$ cat src/hw/rtl/rase_pkg.sv
package rase_pkg;

    localparam int ANGLE_W  = 15;
    localparam int POLE_W   = 4;
    localparam int LIMIT_W  = 12;
    localparam int GAIN_W   = 17;
    localparam int SPEED_W  = 13;
    localparam int ACC_W    = 30;
    localparam int CFG_IDX_W = 2;
    localparam int CFG_DATA_W = 17;

    localparam logic [ANGLE_W-1:0] TURN      = 15'd23040;
    localparam logic [ANGLE_W-1:0] HALF_TURN = 15'd11520;
    localparam logic [GAIN_W-1:0]  Q16_ONE   = 17'd65536;
    localparam int                 OUT_MAX   = 4095;

    localparam logic [ANGLE_W-1:0] ZERO_OFFSET_RST = 15'd11840;
    localparam logic [POLE_W-1:0]  ELEC_RATIO_RST  = 4'd2;
    localparam logic [LIMIT_W-1:0] SPEED_LIMIT_RST = 12'd2560;
    localparam logic [GAIN_W-1:0]  FILTER_GAIN_RST = 17'd1311;

    typedef enum logic [CFG_IDX_W-1:0] {
        CFG_ZERO_OFFSET = 2'd0,
        CFG_ELEC_RATIO  = 2'd1,
        CFG_SPEED_LIMIT = 2'd2,
        CFG_FILTER_GAIN = 2'd3
    } t_cfg_idx;

    typedef enum logic [2:0] {
        S_IDLE,
        S_ANGLE,
        S_ELEC,
        S_SPEED,
        S_MULT,
        S_ACC,
        S_OUT
    } t_state;

    typedef struct packed {
        logic load;
        logic angle;
        logic elec_step;
        logic speed;
        logic mult;
        logic acc;
        logic out_load;
    } t_cmd;

    typedef struct packed {
        logic cnt_zero;
    } t_status;

endpackage

$ cat src/hw/rtl/rase_ctrl.sv
module rase_ctrl
    import rase_pkg::*;
(
    input  logic    i_clk,
    input  logic    i_rst_n,
    input  logic    i_valid,
    output logic    o_ready,
    output logic    o_valid,
    input  logic    i_ready,
    input  t_status i_status,
    output t_cmd    o_cmd
);

    t_state r_state;
    t_state n_state;
    logic   r_out_valid;
    logic   w_out_free;

    assign w_out_free = !r_out_valid || i_ready;

    always_comb begin
        n_state = r_state;
        case (r_state)
            S_IDLE:  if (i_valid) n_state = S_ANGLE;
            S_ANGLE: n_state = S_ELEC;
            S_ELEC:  if (i_status.cnt_zero) n_state = S_SPEED;
            S_SPEED: n_state = S_MULT;
            S_MULT:  n_state = S_ACC;
            S_ACC:   n_state = S_OUT;
            S_OUT:   if (w_out_free) n_state = S_IDLE;
            default: n_state = S_IDLE;
        endcase
    end

    always_comb begin
        o_cmd     = '0;
        o_ready   = 1'b0;
        case (r_state)
            S_IDLE: begin
                o_ready    = 1'b1;
                o_cmd.load = i_valid;
            end
            S_ANGLE: o_cmd.angle = 1'b1;
            S_ELEC:  o_cmd.elec_step = !i_status.cnt_zero;
            S_SPEED: o_cmd.speed = 1'b1;
            S_MULT:  o_cmd.mult = 1'b1;
            S_ACC:   o_cmd.acc = 1'b1;
            S_OUT:   o_cmd.out_load = w_out_free;
            default: o_cmd = '0;
        endcase
    end

    always_ff @(posedge i_clk) begin
        if (!i_rst_n) begin
            r_state     <= S_IDLE;
            r_out_valid <= 1'b0;
        end else begin
            r_state <= n_state;
            if (o_cmd.out_load) begin
                r_out_valid <= 1'b1;
            end else if (i_ready) begin
                r_out_valid <= 1'b0;
            end
        end
    end

    assign o_valid = r_out_valid;

endmodule

$ cat src/hw/rtl/rase_dp.sv
module rase_dp
    import rase_pkg::*;
(
    input  logic                      i_clk,
    input  logic                      i_rst_n,
    input  t_cmd                      i_cmd,
    output t_status                   o_status,
    input  logic [ANGLE_W-1:0]        i_sensed_angle,
    input  logic [ANGLE_W-1:0]        i_zero_offset,
    input  logic [POLE_W-1:0]         i_elec_ratio,
    input  logic [LIMIT_W-1:0]        i_speed_limit,
    input  logic [GAIN_W-1:0]         i_filter_gain,
    output logic [ANGLE_W-1:0]        o_mech_angle,
    output logic [ANGLE_W-1:0]        o_elec_angle,
    output logic signed [SPEED_W-1:0] o_speed_filtered
);

    logic [ANGLE_W-1:0]        r_sensed;
    logic [ANGLE_W-1:0]        r_mech;
    logic [ANGLE_W-1:0]        r_elec;
    logic [POLE_W-1:0]         r_cnt;
    logic [ANGLE_W-1:0]        r_last;
    logic                      r_first;
    logic signed [SPEED_W-1:0] r_raw;
    logic signed [ACC_W-1:0]   r_acc;
    logic signed [47:0]        r_p1;
    logic signed [30:0]        r_p2;
    logic [ANGLE_W-1:0]        r_out_mech;
    logic [ANGLE_W-1:0]        r_out_elec;
    logic signed [SPEED_W-1:0] r_out_speed;

    logic [ANGLE_W-1:0]        w_sens;
    logic [ANGLE_W-1:0]        w_zero;
    logic [ANGLE_W:0]          w_mech_ext;
    logic [ANGLE_W:0]          w_elec_sum;
    logic [ANGLE_W-1:0]        w_elec_next;
    logic [ANGLE_W-1:0]        w_last;
    logic signed [ANGLE_W:0]   w_diff;
    logic signed [ANGLE_W:0]   w_wrap;
    logic signed [20:0]        w_raw;
    logic signed [20:0]        w_lim;
    logic signed [SPEED_W-1:0] w_raw_clamp;
    logic [GAIN_W-1:0]         w_gain;
    logic [GAIN_W-1:0]         w_one_minus;
    logic signed [31:0]        w_p1_shift;
    logic signed [31:0]        w_acc_sum;
    logic signed [ACC_W:0]     w_round;
    logic signed [14:0]        w_sf;
    logic signed [SPEED_W-1:0] w_sf_clamp;

    // one compare-subtract brings any 15-bit angle into range
    assign w_sens = (r_sensed >= TURN) ? r_sensed - TURN : r_sensed;
    assign w_zero = (i_zero_offset >= TURN) ? i_zero_offset - TURN : i_zero_offset;
    assign w_mech_ext = (w_sens >= w_zero) ? {1'b0, w_sens} - {1'b0, w_zero}
                                           : {1'b0, w_sens} + {1'b0, TURN} - {1'b0, w_zero};

    // electrical angle by repeated modular add, one pole pair per cycle
    assign w_elec_sum  = {1'b0, r_elec} + {1'b0, r_mech};
    assign w_elec_next = (w_elec_sum >= {1'b0, TURN}) ? w_elec_sum[ANGLE_W-1:0] - TURN
                                                      : w_elec_sum[ANGLE_W-1:0];
    assign o_status.cnt_zero = (r_cnt == '0);

    assign w_last = r_first ? r_mech : r_last;
    assign w_diff = $signed({1'b0, r_mech}) - $signed({1'b0, w_last});
    always_comb begin
        w_wrap = w_diff;
        if (w_diff >= $signed({1'b0, HALF_TURN})) begin
            w_wrap = w_diff - $signed({1'b0, TURN});
        end else if (w_diff <= -$signed({1'b0, HALF_TURN})) begin
            w_wrap = w_diff + $signed({1'b0, TURN});
        end
    end

    // times 20 as shift and add
    assign w_raw = ($signed({{5{w_wrap[ANGLE_W]}}, w_wrap}) <<< 4)
                 + ($signed({{5{w_wrap[ANGLE_W]}}, w_wrap}) <<< 2);
    assign w_lim = $signed({9'd0, i_speed_limit});
    always_comb begin
        if (w_raw > w_lim) begin
            w_raw_clamp = w_lim[SPEED_W-1:0];
        end else if (w_raw < -w_lim) begin
            w_raw_clamp = SPEED_W'(-w_lim);
        end else begin
            w_raw_clamp = w_raw[SPEED_W-1:0];
        end
    end

    assign w_gain      = (i_filter_gain > Q16_ONE) ? Q16_ONE : i_filter_gain;
    assign w_one_minus = Q16_ONE - w_gain;

    // floor((acc*(1-g) + raw*g*2^16) / 2^16) = (acc*(1-g) >>> 16) + raw*g
    assign w_p1_shift = r_p1[47:16];
    assign w_acc_sum  = w_p1_shift + {{1{r_p2[30]}}, r_p2};

    assign w_round = {r_acc[ACC_W-1], r_acc} + (ACC_W+1)'(32768);
    assign w_sf    = w_round[ACC_W:16];
    always_comb begin
        if (w_sf > 15'sd4095) begin
            w_sf_clamp = SPEED_W'(OUT_MAX);
        end else if (w_sf < -15'sd4095) begin
            w_sf_clamp = -SPEED_W'(OUT_MAX);
        end else begin
            w_sf_clamp = w_sf[SPEED_W-1:0];
        end
    end

    always_ff @(posedge i_clk) begin
        if (!i_rst_n) begin
            r_last  <= '0;
            r_acc   <= '0;
            r_first <= 1'b1;
        end else begin
            if (i_cmd.speed && r_first) begin
                r_acc <= '0;
            end
            if (i_cmd.acc) begin
                r_acc   <= w_acc_sum[ACC_W-1:0];
                r_last  <= r_mech;
                r_first <= 1'b0;
            end
        end
    end

    always_ff @(posedge i_clk) begin
        if (i_cmd.load) begin
            r_sensed <= i_sensed_angle;
        end
        if (i_cmd.angle) begin
            r_mech <= w_mech_ext[ANGLE_W-1:0];
            r_elec <= '0;
            r_cnt  <= i_elec_ratio;
        end
        if (i_cmd.elec_step) begin
            r_elec <= w_elec_next;
            r_cnt  <= r_cnt - 1'b1;
        end
        if (i_cmd.speed) begin
            r_raw <= w_raw_clamp;
        end
        if (i_cmd.mult) begin
            r_p1 <= r_acc * $signed({1'b0, w_one_minus});
            r_p2 <= r_raw * $signed({1'b0, w_gain});
        end
        if (i_cmd.out_load) begin
            r_out_mech  <= r_mech;
            r_out_elec  <= r_elec;
            r_out_speed <= w_sf_clamp;
        end
    end

    assign o_mech_angle     = r_out_mech;
    assign o_elec_angle     = r_out_elec;
    assign o_speed_filtered = r_out_speed;

endmodule

$ cat src/hw/rtl/rotor_angle_speed_estimator.sv
// rotor angle and speed estimator
// input channel: i_valid / o_ready, one beat carries i_sensed_angle (1/64 deg)
// output channel: o_valid / i_ready, one beat carries o_mech_angle, o_elec_angle
//   and o_speed_filtered (1/64 kdeg/s, two's complement)
// config channel: i_cfg_valid / o_cfg_ready (always high), i_cfg_index selects
//   zero offset, pole pair count, speed limit or filter gain, i_cfg_data is the value
// one item at a time; an input beat passes through the angle, electrical angle,
//   speed, multiply, accumulate and output states, the electrical angle sequencer
//   adding the mechanical angle once per pole pair; the next beat is taken in the
//   cycle after the result loads
// the output register holds a finished result while the next beat is accepted;
//   if the receiver stalls, the following item waits in its last step until the
//   output register frees
// reset restores the default registers, clears the filter and marks the next
//   beat as the first sample, which gives zero speed
module rotor_angle_speed_estimator
    import rase_pkg::*;
(
    input  logic                      i_clk,
    input  logic                      i_rst_n,
    input  logic                      i_valid,
    output logic                      o_ready,
    input  logic [ANGLE_W-1:0]        i_sensed_angle,
    output logic                      o_valid,
    input  logic                      i_ready,
    output logic [ANGLE_W-1:0]        o_mech_angle,
    output logic [ANGLE_W-1:0]        o_elec_angle,
    output logic signed [SPEED_W-1:0] o_speed_filtered,
    input  logic                      i_cfg_valid,
    output logic                      o_cfg_ready,
    input  logic [CFG_IDX_W-1:0]      i_cfg_index,
    input  logic [CFG_DATA_W-1:0]     i_cfg_data
);

    logic [ANGLE_W-1:0] r_zero_offset;
    logic [POLE_W-1:0]  r_elec_ratio;
    logic [LIMIT_W-1:0] r_speed_limit;
    logic [GAIN_W-1:0]  r_filter_gain;
    t_cmd               w_cmd;
    t_status            w_status;

    assign o_cfg_ready = 1'b1;

    always_ff @(posedge i_clk) begin
        if (!i_rst_n) begin
            r_zero_offset <= ZERO_OFFSET_RST;
            r_elec_ratio  <= ELEC_RATIO_RST;
            r_speed_limit <= SPEED_LIMIT_RST;
            r_filter_gain <= FILTER_GAIN_RST;
        end else if (i_cfg_valid) begin
            case (i_cfg_index)
                CFG_ZERO_OFFSET: r_zero_offset <= i_cfg_data[ANGLE_W-1:0];
                CFG_ELEC_RATIO:  r_elec_ratio  <= i_cfg_data[POLE_W-1:0];
                CFG_SPEED_LIMIT: r_speed_limit <= i_cfg_data[LIMIT_W-1:0];
                CFG_FILTER_GAIN: r_filter_gain <= i_cfg_data[GAIN_W-1:0];
                default: ;
            endcase
        end
    end

    rase_ctrl u_ctrl (
        .i_clk    (i_clk),
        .i_rst_n  (i_rst_n),
        .i_valid  (i_valid),
        .o_ready  (o_ready),
        .o_valid  (o_valid),
        .i_ready  (i_ready),
        .i_status (w_status),
        .o_cmd    (w_cmd)
    );

    rase_dp u_dp (
        .i_clk            (i_clk),
        .i_rst_n          (i_rst_n),
        .i_cmd            (w_cmd),
        .o_status         (w_status),
        .i_sensed_angle   (i_sensed_angle),
        .i_zero_offset    (r_zero_offset),
        .i_elec_ratio     (r_elec_ratio),
        .i_speed_limit    (r_speed_limit),
        .i_filter_gain    (r_filter_gain),
        .o_mech_angle     (o_mech_angle),
        .o_elec_angle     (o_elec_angle),
        .o_speed_filtered (o_speed_filtered)
    );

endmodule
$ cat config.mk
export PLATFORM = sky130hd
export DESIGN_NAME = rotor_angle_speed_estimator
export DESIGN_NICKNAME = d
export VERILOG_FILES = /design/src/hw/rtl/rase_pkg.sv /design/src/hw/rtl/rase_ctrl.sv /design/src/hw/rtl/rase_dp.sv /design/src/hw/rtl/rotor_angle_speed_estimator.sv
export SDC_FILE = /design/constraint.sdc
export NUM_CORES = 2
export LEC_CHECK = 0
export BUFFER_PORTS_ARGS = -buffer_cell sky130_fd_sc_hd__clkbuf_2
export CAP_MARGIN = 20
export CORE_UTILIZATION = 60
export CTS_BUF_LIST = sky130_fd_sc_hd__clkbuf_16
export DETAILED_ROUTE_END_ITERATION = 16
export GPL_TIMING_DRIVEN = 1
export PLACE_DENSITY = 0.74
export SLEW_MARGIN = 10
export SYNTH_ARGS = -nofsm -noshare
export SYNTH_HDL_FRONTEND = slang
export SYNTH_SLANG_ARGS = --single-unit
$ cat constraint.sdc
create_clock -name i_clk -period 24.9 [get_ports i_clk]
set_input_delay 2.49 -clock i_clk [delete_from_list [all_inputs] [get_ports i_clk]]
set_output_delay 2.49 -clock i_clk [all_outputs]
set_load 0.02 [all_outputs]
==> metrics.txt <==
pwr dens 73.8 nW/um^2; max_cap viols 0; skew final 0.0718 ns; dominant synthesized flop cell edfxtp_1; Initial Util 60.8%; CTS max path bufs 3; CTS Buf Count 30; PortBufs 83; WL final 96,300 um; Post-CTS Hold Buffers 0; Lkg Pwr 20.8 nW; setup TNS 0 ns; most frequent cells in the layout inv_1, fa_1, nand2_1; FMAX 98.2 MHz; crit end category flop; layout cell share with drive strength beyond 1 5.59%; Post-DP HPWL 73,500 um; Req. time, crit path 25.22 ns; Detailed Route Iter0 Violations 1,877; cell area after layout 43,300 sq um; area grow syn2layout 5.88%; EDFF count, synth 165; maximum vdd drop 0.114 mV; final setup violation count 0; Root Driver clkbuf_16; vias in the first global route 31.2k; worst min path class reg2reg; outcome finished clean; Synth Area in XOR/XNOR 4.13%; Hold WS 0.456 ns; via count 30.0k; Crit-path slowest cell and2_0; Worst-Margin Slew 1.19 ns; ys async rst share 0%; clk sinks 263; post-CTS sizing 0; 1st-pass router iterations 6; Adder-Cell Fraction of Synth Area 42.9%; multiplexer area fraction after synthesis 1.15%; most frequent CP cell fa_1; routability cong. 0.908; io pins 85; cells after synthesis 4,461; Clk Latency, worst-skew pair 0.62 ns; Post-Synth Simple-Gate Area 16.6%; sequential power share 18.3%; post-CTS setup buffer count 0; CP Class reg2reg; die area 69,200 sq um; average size of a mapped cell 9.16 sq um; Slew HR 20.6%; Rows 95; RSZ-0062 raised after global routing false; crit start category flop; Clock power frac 14.9%; switching power 0.00145 W; DRC violation count after routing 0; core area 67,300 sq um; combinational share of power 66.7%; Final nets 5,477; Internal Pwr Total 0.00175 W; Yosys warnings 0; CP delay by family, top adder cells; Distinct cells, synth 95; Total GRT Usage 29.0%; Sw Share 45.3%; post-synthesis sequential area ratio 16.9%; syn_nets 5,508; CTS tree yes; Yosys reg bits 263; H-tree depth 1; largest net degree at the start of global routing 92; die width 263 um; Final WS setup 14.72 ns; crit path DAT 10.50 ns; first-pass GRT wire length 161,000 um; Slew Viols, Final 0; total gr overflow 0; Vias/cell 5.64; Final Hold Viols 0; clk slew on worst S/H paths 0.07 ns; pre-CTS setup slack 14.51 ns; placed cell areas 42,200 sq um; worst-path maximum fanout 30; WP buf/inv 6; Post-Synthesis Cell Area 40,900 sq um; max incr delay on CP 0.76 ns; Tmin final 10.18 ns; n_diodes 0; DRT antenna net count 0; compound-gate portion of the synthesized area 8.70%; commonest non-fill, non-tap cell in the layout inv_1; Avg WL per Cell 18.1 um; largest family of logic cells by synthesized area adder cells; period utilisation layout 40.9%; Chip Height 263 um; initial antenna violation count 1
state kept, by name, summed over array words and instances, names as in the netlist, 15 cells and up:
name               count
u_dp.r_p1             30
u_dp.r_mech           15
r_zero_offset         15
u_dp.r_last           15
u_dp.r_sensed         15
u_dp.r_elec           15
u_dp.o_mech_angle     15
u_dp.o_elec_angle     15
u_dp.r_acc            30
r_filter_gain         17
u_dp.r_p2             30
power groups by stage:
stage                     Sequential (W)  Combinational, W  Clock [W]
after global placement          0.000594           0.00206          0
after floorplan                 0.000574           0.00171          0
after detailed placement        0.000594           0.00210          0
after CTS                       0.000585           0.00212   0.000486
after global routing            0.000588           0.00243   0.000499
final                           0.000586           0.00213   0.000477
logic make-up after synthesis:
group	Yosys count
adders and majority gates	1008
AOI/OAI and AO/OA	515
buffers and inverters	1032
and+or+nand+nor	1404
DFF	263
other	1
muxes	46
xor gates and xnor gates	192
Yosys cell counts (all sizes together), types with 14 or more instances:
| master | n | area (sq um) |
|---|---|---|
| a21oi | 112 | 568 |
| nand3 | 44 | 220 |
| nand2b | 33 | 206 |
| o21bai | 16 | 120 |
| ha | 350 | 4380 |
| a22oi | 18 | 135 |
| a21o | 50 | 375 |
| nor2 | 145 | 549 |
| o211ai | 17 | 133 |
| a21boi | 49 | 368 |
| and3 | 35 | 219 |
| xnor2 | 131 | 1150 |
| dfxtp | 98 | 1960 |
| a211oi | 17 | 138 |
| fa | 658 | 13200 |
| nand2 | 635 | 2380 |
| and2 | 271 | 1700 |
| inv | 835 | 3130 |
| nor2b | 89 | 557 |
| edfxtp | 165 | 4950 |
| buf | 27 | 135 |
| o21ai | 96 | 480 |
| a31oi | 16 | 100 |
| xor2 | 61 | 542 |
| clkbuf | 170 | 638 |
| nor3 | 65 | 330 |
| o21a | 21 | 158 |
| nor4 | 14 | 93.8 |
| mux2i | 40 | 400 |
| nand4 | 19 | 119 |
area by class of cell:
cell class,count,area [sq um]
inverters,835,3130
clock inverters,25,293
repair buffers,134,835
well taps,873,1090
multi-input cells,3166,30200
fillers,5571,24000
clock buffers,31,776
flip-flops and latches,263,6920
layer usage:
layer	global-route usage [%]	vias up	wire, um
met5	0	-	0
met4	8.12	0	2500
met3	4.23	166	6670
met2	47.5	988	45100
met1	40.3	14900	42000
li1	-	14000	-
final timing paths:
| path | end | depth (start not counted) | slack [ns] | startpoint |
|---|---|---|---|---|
| max | u_dp.r_p1[44]$_DFFE_PP_ | 30 | 14.72 | r_filter_gain[8]$_SDFFE_PN1P_ |
| min reg2reg | u_dp.o_elec_angle[2]$_DFFE_PP_ | 0 | 0.46 | u_dp.r_elec[2]$_SDFFCE_PN0P_ |
| min | u_dp.o_elec_angle[2]$_DFFE_PP_ | 0 | 0.46 | u_dp.r_elec[2]$_SDFFCE_PN0P_ |
| max reg2reg | u_dp.r_p1[44]$_DFFE_PP_ | 30 | 14.72 | r_filter_gain[8]$_SDFFE_PN1P_ |
per-stage QoR:
stage	util [%]	std cells	power, W
final	64.3	5327	0.00319
after CTS	64.2	5323	0.00319
after global routing	64.3	5327	0.00352
after floorplan	-	4461	0.00228
after detailed placement	62.7	5267	0.00270
after global placement	62.7	5267	0.00265
(Power assumes the default switching activity.)
